<file path="config.mk">
export PLATFORM = sky130hd
export DESIGN_NAME = heat_pump_mode_selector_unit
export DESIGN_NICKNAME = d
export VERILOG_FILES = /design/src/design/hpms_pkg.sv /design/src/design/heat_pump_mode_selector_unit.sv
export SDC_FILE = /design/constraint.sdc
export NUM_CORES = 1
export LEC_CHECK = 0
export BUFFER_PORTS_ARGS = -buffer_cell sky130_fd_sc_hd__buf_2
export CAP_MARGIN = 10
export CORE_MARGIN = 8
export CORE_UTILIZATION = 40
export DETAILED_ROUTE_END_ITERATION = 16
export GPL_TIMING_DRIVEN = 1
export HOLD_SLACK_MARGIN = 0.03
export PLACE_DENSITY_LB_ADDON = 0.05
export RECOVER_POWER = 100
export SLEW_MARGIN = 20
export SYNTH_ARGS = -nofsm -noshare
export SYNTH_HDL_FRONTEND = slang
export SYNTH_SLANG_ARGS = --single-unit
</file>
<file path="constraint.sdc">
create_clock -name clk -period 9.5 [get_ports clk]
set_input_delay 1.9 -clock clk [delete_from_list [all_inputs] [get_ports clk]]
set_output_delay 1.9 -clock clk [all_outputs]
set_load 0.02 [all_outputs]
</file>
<file path="src/design/hpms_pkg.sv">
// package for the heat pump mode selector: item types, mode codes and lane masks
`default_nettype none
package hpms_pkg;

  localparam int NUM_THERMOSTATS = 4;
  localparam int NUM_FANCOILS    = 4;
  localparam int LANE_W          = 4;
  localparam int TIMER_W         = 20;
  localparam int DT_W            = 16;
  localparam int CFG_IDX_W       = 2;

  localparam logic [LANE_W-1:0] TSTAT_MASK =
    LANE_W'((64'd1 << NUM_THERMOSTATS) - 64'd1);
  localparam logic [LANE_W-1:0] FCOIL_MASK =
    LANE_W'((64'd1 << NUM_FANCOILS) - 64'd1);

  localparam logic [TIMER_W-1:0] TIMER_MAX = '1;

  localparam logic [TIMER_W-1:0] RST_H2C_LOCKOUT = TIMER_W'(21600);
  localparam logic [TIMER_W-1:0] RST_C2H_LOCKOUT = TIMER_W'(3600);
  localparam logic [TIMER_W-1:0] RST_STBY_DELAY  = TIMER_W'(3600);

  localparam logic [CFG_IDX_W-1:0] CFG_H2C_LOCKOUT = 2'd0;
  localparam logic [CFG_IDX_W-1:0] CFG_C2H_LOCKOUT = 2'd1;
  localparam logic [CFG_IDX_W-1:0] CFG_STBY_DELAY  = 2'd2;

  typedef enum logic [1:0] {
    MODE_OFF     = 2'd0,
    MODE_STANDBY = 2'd1,
    MODE_HEAT    = 2'd2,
    MODE_COOL    = 2'd3
  } mode_t;

  typedef struct packed {
    logic              system_on;
    logic [LANE_W-1:0] thermostat_w;
    logic [LANE_W-1:0] thermostat_y;
    logic [LANE_W-1:0] fancoil_valid;
    logic [LANE_W-1:0] fancoil_ob;
    logic [DT_W-1:0]   elapsed_seconds;
  } in_item_t;

  typedef struct packed {
    mode_t             pump_mode;
    logic [LANE_W-1:0] valve_targets;
    logic              zone_pump;
    logic              fancoil_pump;
  } out_item_t;

endpackage
`default_nettype wire

</file>
<file path="src/design/heat_pump_mode_selector_unit.sv">
// top level of the heat pump mode selector
//
// input channel in_valid/in_ready/in_item carries one update item per accept;
// output channel out_valid/out_ready/out_item returns one result item for each.
// an accepted item sits in an input register, the decision logic runs on it
// and the result lands in the output register, which drives out_valid and
// out_item. one item per cycle is sustained while the receiver takes each
// result, set by the single pass of compare and saturating add logic that
// feeds the timer and mode registers.
// the timers and the previous mode update when an item moves into the output
// register, so items are processed strictly in order.
// when the receiver stalls, the output register holds its item and the input
// register still takes one more item; in_ready drops only when both are full.
// cfg_we writes one of the three 20-bit registers at cfg_index; index 3 is
// ignored. writes are meant for idle periods only.
// synchronous reset (rst_n low) empties both registers, loads the register
// defaults, saturates both timers and sets the previous mode to off.
`default_nettype none
module heat_pump_mode_selector_unit
  import hpms_pkg::*;
(
  input  wire logic                 clk,
  input  wire logic                 rst_n,
  input  wire logic                 in_valid,
  output logic                      in_ready,
  input  wire in_item_t             in_item,
  output logic                      out_valid,
  input  wire logic                 out_ready,
  output out_item_t                 out_item,
  input  wire logic                 cfg_we,
  input  wire logic [CFG_IDX_W-1:0] cfg_index,
  input  wire logic [TIMER_W-1:0]   cfg_data
);

  logic [TIMER_W-1:0] h2c_lockout_r, c2h_lockout_r, stby_delay_r;
  logic [TIMER_W-1:0] since_heat_r, since_cool_r;
  logic [TIMER_W-1:0] since_heat_nxt, since_cool_nxt;
  mode_t              prev_mode_r, mode_nxt;
  logic               s1_valid_r, out_valid_r;
  in_item_t           s1_item_r;
  out_item_t          out_item_r, out_item_nxt;
  logic               advance;

  assign advance   = s1_valid_r && (!out_valid_r || out_ready);
  assign in_ready  = !s1_valid_r || advance;
  assign out_valid = out_valid_r;
  assign out_item  = out_item_r;

  always_ff @(posedge clk) begin
    if (!rst_n) begin
      h2c_lockout_r <= RST_H2C_LOCKOUT;
      c2h_lockout_r <= RST_C2H_LOCKOUT;
      stby_delay_r  <= RST_STBY_DELAY;
    end else if (cfg_we) begin
      unique case (cfg_index)
        CFG_H2C_LOCKOUT: h2c_lockout_r <= cfg_data;
        CFG_C2H_LOCKOUT: c2h_lockout_r <= cfg_data;
        CFG_STBY_DELAY:  stby_delay_r  <= cfg_data;
        default: ;
      endcase
    end
  end

  always_comb begin
    logic [LANE_W-1:0]  w, y, fv, fob;
    logic [LANE_W-1:0]  ts_heat, ts_cool, fc_heat, fc_cool;
    logic [TIMER_W:0]   sum_h, sum_c;
    logic [TIMER_W-1:0] sh, sc;
    logic               heat, cool, lock;
    mode_t              mode;

    w  = s1_item_r.thermostat_w & TSTAT_MASK;
    y  = s1_item_r.thermostat_y & TSTAT_MASK;
    fv = s1_item_r.fancoil_valid & FCOIL_MASK;
    fob = s1_item_r.fancoil_ob & FCOIL_MASK;
    ts_heat = w & ~y;
    ts_cool = y & ~w;
    fc_heat = fv & fob;
    fc_cool = fv & ~fob;

    sum_h = {1'b0, since_heat_r} + (TIMER_W+1)'(s1_item_r.elapsed_seconds);
    sum_c = {1'b0, since_cool_r} + (TIMER_W+1)'(s1_item_r.elapsed_seconds);
    sh = sum_h[TIMER_W] ? TIMER_MAX : sum_h[TIMER_W-1:0];
    sc = sum_c[TIMER_W] ? TIMER_MAX : sum_c[TIMER_W-1:0];

    heat = |(ts_heat | fc_heat);
    cool = |(ts_cool | fc_cool);
    mode = MODE_OFF;
    lock = 1'b0;

    if (s1_item_r.system_on) begin
      priority if (heat && cool) begin
        mode = (prev_mode_r == MODE_HEAT || prev_mode_r == MODE_COOL) ?
               prev_mode_r : MODE_STANDBY;
      end else if (heat) begin
        lock = (sc < sh) && (sc < c2h_lockout_r);
        mode = lock ? MODE_STANDBY : MODE_HEAT;
      end else if (cool) begin
        lock = (sh < sc) && (sh < h2c_lockout_r);
        mode = lock ? MODE_STANDBY : MODE_COOL;
      end else begin
        mode = MODE_STANDBY;
      end

      if (mode == MODE_HEAT) sh = '0;
      if (mode == MODE_COOL) sc = '0;

      if (mode == MODE_STANDBY) begin
        priority if (prev_mode_r == MODE_HEAT && sh < stby_delay_r) begin
          mode = MODE_HEAT;
        end else if (prev_mode_r == MODE_COOL && sc < stby_delay_r) begin
          mode = MODE_COOL;
        end else begin
          mode = MODE_STANDBY;
        end
      end
    end

    since_heat_nxt = sh;
    since_cool_nxt = sc;
    mode_nxt       = mode;

    out_item_nxt.pump_mode = mode;
    unique case (mode)
      MODE_HEAT: begin
        out_item_nxt.valve_targets = ts_heat;
        out_item_nxt.fancoil_pump  = |fc_heat;
      end
      MODE_COOL: begin
        out_item_nxt.valve_targets = ts_cool;
        out_item_nxt.fancoil_pump  = |fc_cool;
      end
      default: begin
        out_item_nxt.valve_targets = '0;
        out_item_nxt.fancoil_pump  = 1'b0;
      end
    endcase
    out_item_nxt.zone_pump = |out_item_nxt.valve_targets;
  end

  always_ff @(posedge clk) begin
    if (!rst_n) begin
      s1_valid_r   <= 1'b0;
      out_valid_r  <= 1'b0;
      since_heat_r <= TIMER_MAX;
      since_cool_r <= TIMER_MAX;
      prev_mode_r  <= MODE_OFF;
    end else begin
      if (in_ready) begin
        s1_valid_r <= in_valid;
      end
      if (advance) begin
        out_valid_r  <= 1'b1;
        since_heat_r <= since_heat_nxt;
        since_cool_r <= since_cool_nxt;
        prev_mode_r  <= mode_nxt;
      end else if (out_ready) begin
        out_valid_r <= 1'b0;
      end
    end
  end

  always_ff @(posedge clk) begin
    if (in_valid && in_ready) begin
      s1_item_r <= in_item;
    end
    if (advance) begin
      out_item_r <= out_item_nxt;
    end
  end

  a_idle_pumps: assert property (@(posedge clk) disable iff (!rst_n)
    out_valid_r && (out_item_r.pump_mode == MODE_OFF ||
                    out_item_r.pump_mode == MODE_STANDBY)
    |-> (out_item_r.valve_targets == '0 && !out_item_r.fancoil_pump))
    else $error("pumps or valves active in off or standby");

  a_mode_tracks: assert property (@(posedge clk) disable iff (!rst_n)
    advance |=> (prev_mode_r == out_item_r.pump_mode))
    else $error("previous mode differs from delivered mode");

  a_off_item: assert property (@(posedge clk) disable iff (!rst_n)
    advance && !s1_item_r.system_on |=> prev_mode_r == MODE_OFF)
    else $error("system off did not force mode off");

  a_ready_empty: assert property (@(posedge clk) disable iff (!rst_n)
    !out_valid_r |-> in_ready)
    else $error("input stalled with empty output register");

endmodule
`default_nettype wire
</file>
==> results.cfg, run 1 <==
[cts]
cts_buffers = 17
clock-sinks = 145
postCtsSetupBuffers = 0
clockBufferDepth = 2
worstSkewPairLatency_ps = 440
cts_tree = done
holdBufCountCts = 0
post_cts_resized = 0
cts_root_buffer = clkbuf_16
clk_pin_slew_ps = 70
htreeDepth = 4

[finish]
syn2layout_area_growth_pct = 11.7
drive_gt1_frac = 0.0899
nets = 1401
diodes = 0
finalNonFillerCells = 1548

[floorplanning]
core_area_um2 = 24200
ios = 70
initial_utilization = 0.406
die_area_um2 = 29800
die-width_um = 173
rows = 57
die_h_um = 173

[detailed_routing]
wirelength_mm = 29.2
drt_first_pass_iters = 8
postRouteAntennaNets = 0
route.vias.total = 8264
route.detailed.drc = 0
routedWlPerCell_um = 18.8
drtIter0Drc = 623
viasPerCell = 5.34

[global_routing]
gr-total-overflow = 0
grt_pass1_wl_mm = 45.8
grt_pass1_vias = 8140
grt_usage = 0.195
grt_max_degree = 62
antenna_found_initial = 1

[worst_setup_path]
cp_common_cell = nand4_1
cp_max_fo = 26
cp.arrival_ps = 8160
endpoint_kind = flip-flop
cp_slowest_cell = o21ai_0
worstSetupPathType = flip-flop to flip-flop
cp.required_ps = 9660
start_kind = flip-flop
cpPeakStageDelay_ps = 450

[power]
ir_worst_vdd_v = 0.000110
clkPwrFrac = 0.314
cellLeakagePower_uw = 0.00450
seq_power_share = 0.319
swShare = 0.381
p_sw_uw = 832
power_frac_comb = 0.367
total_power_uw = 2180
p_int_uw = 1350
powerDensity_nw_per_um2 = 199

[logic_synthesis]
synth_area_um2 = 9800
ys_seq_area_frac = 0.338
synth_top_flop_cell = dfxtp_1
synth_edf_count = 41
avgSynthCellArea_um2 = 8.49
post-synth-top-count-cell = nand2_1
synthArstFlopShare = 0
synth_top_area_frac = 0.212
synth_common_cells = nand2_1 (184), ha_1 (128), dfxtp_1 (104), inv_1 (103), nor2_1 (103)
synth_top_cell_by_area = dfxtp_1
yosys-top-cells-area = dfxtp_1 (21%), ha_1 (16%), edfxtp_1 (13%), nand2_1 (7.0%), inv_1 (3.9%)
syn_nets = 1345
synth_seq_cells = 145
synthCells = 1155
ys.warnings.count = 0
synth_cell_types = 74

[timing]
relSlewSlack = -0.885
worst_slew_pin_slew_ps = 2830
layout_setup_ws_ps = 1500
rsz0062_at_grt = false
period_minus_slack_ps = 8000
min_period_over_period = 0.842
tns_ps = 0
setup-violations-final = 0
max_freq_ghz = 0.125
drv_slew = 205
clock_skew_ps = 14.5
report.final.hold_viol_count = 0

[place]
place_inst = 1516
pre_cts_ws_ps = 1670
hpwl_mm = 22.6
globalplace.congestion = 0.889
io_buffers = 69

[run_status]
violations = capacitance limit, slew limit
status = finished, violations left

[flow_run]
maxCapViolations = 4

[min_path]
hold_path.class = flip-flop to flip-flop
path summary, 6_finish.rpt:
kind / from / slack (ps) / depth (start not counted) / end
worst max-delay path: s1_item_r[0]$_DFFE_PP_ / 1500 / 28 / out_item[1]$_DFFE_PP_
worst min-delay path: stby_delay_r[3]$_SDFFE_PN0P_ / 470 / 2 / stby_delay_r[3]$_SDFFE_PN0P_
worst max register to register: s1_item_r[0]$_DFFE_PP_ / 1500 / 28 / out_item[1]$_DFFE_PP_
worst min register to register: stby_delay_r[3]$_SDFFE_PN0P_ / 470 / 2 / stby_delay_r[3]$_SDFFE_PN0P_
layout by cell type, fill, tap and decap left out, types with 5 or more instances in the layout:
| master | instances |
|---|---|
| a211oi_1 | 11 |
| a21boi_0 | 47 |
| a21o_1 | 29 |
| a21oi_1 | 57 |
| and2_1 | 6 |
| and3_1 | 8 |
| buf_2 | 57 |
| clkbuf_1 | 17 |
| clkbuf_16 | 17 |
| dfxtp_1 | 104 |
| edfxtp_1 | 41 |
| ha_1 | 128 |
| inv_1 | 103 |
| inv_6 | 5 |
| nand2_1 | 184 |
| nand2b_1 | 8 |
| nand3_1 | 21 |
| nand4_1 | 21 |
| nor2_1 | 103 |
| nor2b_1 | 18 |
| nor3_1 | 12 |
| o211ai_1 | 37 |
| o21a_1 | 11 |
| o21ai_0 | 34 |
| o21ai_1 | 5 |
| o21bai_1 | 6 |
| o311ai_0 | 15 |
| xnor2_1 | 18 |
| xor2_1 | 12 |
metal layers:
metal	GRT usage	up-vias	wire length, µm
met5	0	-	13
met4	0.0576	2	535
met3	0.0316	31	1310
met2	0.294	172	12600
met1	0.279	3837	14700
li1	-	4222	-
registers in the layout, indices dropped and copies added, names as in the netlist:
name and flops:
s1_item_r 33, h2c_lockout_r 20, c2h_lockout_r 20, out_item 8
out_valid 1, s1_valid_r 1, since_heat_r 20, since_cool_r 20
prev_mode_r 2, stby_delay_r 20
through the flow:
stage / util / cell area [µm²] / hold WS (ps)
2_1_floorplan: - / 9800 / 439
3_3_place_gp: 0.432 / 10500 / 452
3_5_place_dp: 0.433 / 10500 / 458
4_1_cts: 0.457 / 11100 / 468
5_1_grt: 0.453 / 10900 / 481
6_report: 0.453 / 10900 / 470
worst max-delay path: cells and delay by family, from the launching register on:
family                     cells  cell delay [ps]
AOI/OAI and AO/OA              9             2730
and+or+nand+nor               12             2560
adders and majority gates      4             1260
buffers and inverters          3              770
DFF                            1              400
final cells by class:
type | count | area (µm²)
fillers | 2431 | 13200
multi-input cells | 865 | 5870
flip-flops and latches | 145 | 3310
clock buffers | 17 | 425
well taps | 324 | 405
inverters | 104 | 390
repair buffers | 78 | 379
clock inverters | 15 | 169
cells by family (layout without fill, tap and decap cells):
family,Yosys count,count (layout),share of synthesized area
flip-flops,145,145,0.338
multiplexers,3,3,0.00319
adder cells (fa/ha/maj),130,130,0.167
AO/OA/AOI/OAI,291,291,0.216
AND/OR/NAND/NOR,411,411,0.190
buffers and inverters,145,214,0.0579
XOR/XNOR,30,30,0.0268
power by group through the flow:
stage | sequential (µW) | combinational [µW] | clock (µW)
floorplan | 705 | 564 | 0
global placement | 710 | 804 | 0
detailed placement | 709 | 800 | 0
CTS | 696 | 807 | 704
global route | 701 | 906 | 725
finish | 697 | 802 | 686
Note: power is estimated with default switching activity, not from simulation.
==> run 2, diff against run 1 <==
Clock period 9.5 ns to 6.4 ns, I/O delays scaled along.
==> run 2 against run 1 <==
The flow finishes with violations (capacitance limit, slew limit, setup timing); hold slack lost 2.5 ps; non-clock buffer count grew 217; total power grew 76%; combinational power grew 120%; clock-buffer cell count is the same; critical path depth grew 2; clock skew grew 3.1 ps; clock power grew 50%; first-iteration DRC count shrank 34%; largest cell class unchanged.
==> results.cfg, run 2 (synthesis results as in run 1) <==
[timing]
relSlewSlack = -0.715
period_minus_slack_ps = 6750
report.final.hold_viol_count = 0
tns_ps = -3060
worst_slew_pin_slew_ps = 2570
setup-violations-final = 10
clock_skew_ps = 17.6
drv_slew = 143
min_period_over_period = 1.06
layout_setup_ws_ps = -353
rsz0062_at_grt = true
max_freq_ghz = 0.148

[finish]
largest_reg_flops = 33
nets = 1618
nFillCells = 2297
diodes = 0
post-route-util = 0.553
syn2layout_area_growth_pct = 36.4
largest-register = s1_item_r
final_cell_mix = buf_4 (213), nand2_1 (183), ha_1 (110)
final_common_cell = buf_4
finalNonFillerCells = 1765
final_area_um2 = 13400
drive_gt1_frac = 0.301

[worst_setup_path]
cp_max_fo = 7
cp.arrival_ps = 7030
start_kind = flip-flop
cp.required_ps = 6680
worst_r2r_path_depth = 30
worstSetupPathType = flip-flop to flip-flop
cp_slowest_cell = edfxtp_1
cpPeakStageDelay_ps = 400
endpoint_kind = flip-flop

[detailed_routing]
route.vias.total = 9173
viasPerCell = 5.20
drt_first_pass_iters = 4
wirelength_mm = 31.8
route.detailed.drc = 0
drtIter0Drc = 409
postRouteAntennaNets = 0
routedWlPerCell_um = 18.0

[min_path]
min_path_cells = 2
hold_path.class = flip-flop to flip-flop

[floorplanning]
die_h_um = 173
rows = 57
die_area_um2 = 29800
die-width_um = 173
ios = 70
core_area_um2 = 24200
initial_utilization = 0.406

[global_routing]
grt_pass1_wl_mm = 49.9
gr-total-overflow = 0
grt_max_degree = 62
grt_pass1_vias = 9125
antenna_found_initial = 0
grt_usage = 0.210

[place]
place_inst = 1706
io_buffers = 69
placed_area_um2 = 12000
hpwl_mm = 24.5
globalplace.congestion = 0.904

[power]
powerDensity_nw_per_um2 = 287
cellLeakagePower_uw = 0.00572
ir_worst_vdd_v = 0.000118

[run_status]
status = finished, violations left
violations = capacitance limit, slew limit, setup timing

[cts]
worstSkewPairLatency_ps = 440
cts_buffers = 17
holdBufCountCts = 0
clk_pin_slew_ps = 70
cts_tree = done
htreeDepth = 4
clockBufferDepth = 2
cts_root_buffer = clkbuf_16
clock-sinks = 145

[flow_run]
maxCapViolations = 3
## run 2: cell types whose count changed in the layout (fill, tap and decap cells not counted), sizes merged
cell / change
clkbuf: -3
inv: +1
clkinvlp: -1
buf: +220
## run 2: worst max-delay path: cells and delay by family (launching register included)
| family | cells | cell delay [ps] |
|---|---|---|
| AND/OR/NAND/NOR | 6 | 1330 |
| AO/OA/AOI/OAI | 14 | 2650 |
| buffers and inverters | 6 | 990 |
| flip-flops | 1 | 400 |
| adder cells (fa/ha/maj) | 4 | 1190 |
## run 2: power breakdown
| group | switching [µW] | internal [µW] | total (µW) |
|---|---|---|---|
| Sequential | 34.3 | 999 | 1030 |
| Clock | 472 | 557 | 1030 |
| Combinational | 931 | 845 | 1780 |
| Total | 1440 | 2400 | 3840 |
## run 2: path summary, 6_finish.rpt
path | from | endpoint | slack (ps)
worst min-delay path | c2h_lockout_r[5]$_SDFFE_PN0P_ | c2h_lockout_r[5]$_SDFFE_PN0P_ | 470
worst max-delay path | s1_item_r[0]$_DFFE_PP_ | out_item[4]$_DFFE_PP_ | -350
worst max register to register | s1_item_r[0]$_DFFE_PP_ | out_item[4]$_DFFE_PP_ | -350
worst min register to register | c2h_lockout_r[5]$_SDFFE_PN0P_ | c2h_lockout_r[5]$_SDFFE_PN0P_ | 470
## run 2: repair_timing
item | in CTS | in global routing
gates cloned | 1 | 0
endpoints found under the setup margin | 10 | 10
pin swaps | 30 | 45
buffers inserted | 18 | 9
gates resized for setup | 55 | 62
## run 2: cell type report
cell class	count	area, µm²	share of cell area
Multi-Input combinational cell	865	6600	0.493
Clock buffer	17	425	0.0318
Clock inverter	15	164	0.0123
Sequential cell	145	3310	0.248
Timing Repair Buffer	295	2080	0.155
Tap cell	324	405	0.0303
Inverter	104	390	0.0292
## run 2: through the flow
step	total power (µW)	setup slack (ps)	hold WS (ps)
after floorplan	1920	12.5	439
after global placement	2610	-749	451
after detailed placement	2610	-782	457
after CTS	3730	-516	467
after global routing	4070	-651	489
final	3840	-353	467
## run 2: routing by layer
layer / wire length, µm / track usage
met1: 16000 / 0.294
met4: 711 / 0.0660
met2: 14100 / 0.327
met5: 0 / 0
met3: 1010 / 0.0305
==> run 3, diff against run 2 <==
--- a/config.mk
+++ b/config.mk
@@ -11,2 +11,3 @@
 export CORE_UTILIZATION = 40
+export CTS_CLUSTER_DIAMETER = 40
 export DETAILED_ROUTE_END_ITERATION = 16
==> constraint.sdc (replaced) <==
create_clock -name clk -period 6.4 [get_ports clk]
set_input_delay 0.32 -clock clk [delete_from_list [all_inputs] [get_ports clk]]
set_output_delay 0.32 -clock clk [all_outputs]
set_load 0.02 [all_outputs]
==> run 3 against run 2 <==
The run still ends with capacitance limit, slew limit, setup timing left; sequential power is essentially flat; register-to-register slack lost 230 ps; final cell count grew 0.40%; wire length grew 2.0%; largest power group unchanged; final area grew 0.59%.
==> results.cfg, run 3 (synthesis results as in run 1) <==
[run_status]
violations = capacitance limit, slew limit, setup timing
status = finished, violations left

[finish]
multi_input_area_um2 = 6620
largest-register = s1_item_r
post-route-util = 0.556
syn2layout_area_growth_pct = 37.2
largest_reg_flops = 33
nFillCells = 2271
seqCellArea_um2 = 3310
drive_gt1_frac = 0.301
nets = 1624
final_common_cell = buf_4
final_cell_mix = buf_4 (220), nand2_1 (182), ha_1 (109)

[place]
pre_cts_ws_ps = -794
io_buffers = 69
hpwl_mm = 24.4
globalplace.congestion = 0.897

[timing]
max_freq_ghz = 0.143
min_period_over_period = 1.09
rsz0062_at_grt = true
layout_setup_ws_ps = -578
relSlewSlack = -1.11
period_minus_slack_ps = 6980
clock_skew_ps = 21.0
drv_slew = 205
worst_slew_pin_slew_ps = 3170
report.final.hold_viol_count = 0
setup-violations-final = 10

[worst_setup_path]
endpoint_kind = flip-flop
startpoint = s1_item_r[0]$_DFFE_PP_
cpPeakStageDelay_ps = 450
cp_slowest_cell = edfxtp_1
cp.required_ps = 6680
start_kind = flip-flop
cp_max_fo = 7
r2r_start = s1_item_r[0]$_DFFE_PP_
worstSetupPathType = flip-flop to flip-flop
cp.arrival_ps = 7260

[flow_run]
maxCapViolations = 4

[floorplanning]
rows = 57
die-width_um = 173
initial_utilization = 0.406
die_area_um2 = 29800
die_h_um = 173
ios = 70
core_area_um2 = 24200

[cts]
clockBufferDepth = 2
clock-sinks = 145
worstSkewPairLatency_ps = 440
htreeDepth = 4
cts_root_buffer = clkbuf_16
cts_tree = done
cts_buffers = 17
holdBufCountCts = 0
clk_pin_slew_ps = 80

[detailed_routing]
wirelength_mm = 32.4
drtIter0Drc = 454
routedWlPerCell_um = 18.3
route.detailed.drc = 0
route.vias.total = 9189
postRouteAntennaNets = 0
drt_first_pass_iters = 5
viasPerCell = 5.19

[min_path]
hold_path.class = input port to flip-flop
hp-start = in_item[16]

[global_routing]
grt_pass1_wl_mm = 50.9
grt_pass1_vias = 9204
grt_max_degree = 62
antenna_found_initial = 0
grt_usage = 0.213
gr-total-overflow = 0

[power]
total_power_uw = 3860
cellLeakagePower_uw = 0.00573
powerDensity_nw_per_um2 = 287
ir_worst_vdd_v = 0.000139
## run 3: changes by cell type in the layout (fill, tap and decap cells not counted), moves of 3 or more
cell | before | now
clkinv_4 | 3 | 0
buf_4 | 213 | 220
o21ai_1 | 10 | 13
buf_6 | 9 | 3
buf_12 | 2 | 5
nor2_4 | 16 | 21
nor2_2 | 7 | 4
## run 3: routing by layer
layer	vias to the layer above	global-route usage	wire length, µm
met2	170	0.344	14800
met5	-	0	0
met3	29	0.0296	1110
met4	0	0.0475	393
li1	4643	-	-
met1	4347	0.298	16200
## run 3: final timing paths
check / end / cells past startpoint / slack [ps]
worst max register to register: out_item[4]$_DFFE_PP_ / 31 / -580
worst min register to register: stby_delay_r[18]$_SDFFE_PN0P_ / 2 / 470
worst min-delay path: s1_item_r[16]$_DFFE_PP_ / 1 / 50
worst max-delay path: out_item[4]$_DFFE_PP_ / 31 / -580
## run 3: area by class of cell
type | count | area share
multi-input cells | 865 | 0.492
flip-flops and latches | 145 | 0.246
repair buffers | 301 | 0.160
clock buffers | 17 | 0.0316
well taps | 324 | 0.0301
inverters | 104 | 0.0290
clock inverters | 15 | 0.0104
diodes | 1 | 0.000186
## run 3: through the flow
step | cell area, µm² | setup TNS (ps) | cells | hold slack, ps
after floorplan | 9920 | 0 | 1155 | 419
after global placement | 12000 | -6940 | 1706 | 451
after detailed placement | 12000 | -7370 | 1706 | 460
after CTS | 13200 | -4230 | 1760 | 43.3
after global routing | 13500 | -7950 | 1771 | 43.9
final | 13500 | -5300 | 1772 | 54.2
## run 3: worst max-delay path: cells and delay by family (launching register included)
| kind | cells | cell delay, ps |
|---|---|---|
| compound gates | 15 | 2960 |
| fa+ha+maj | 4 | 1080 |
| buf+inv | 6 | 930 |
| flops | 1 | 450 |
| simple gates | 6 | 1410 |
## run 3: report_power, final
part	internal [µW]	switching [µW]	total [µW]
Combinational	874	958	1830
Sequential	999	33.6	1030
Clock	517	483	1000
Total	2390	1470	3860
## run 3: repair_timing
item,4_1_cts,5_1_grt
cloned,1,0
setup endpoints to repair,10,10
pin swaps,37,35
buffers inserted,22,11
gates resized for setup,88,30
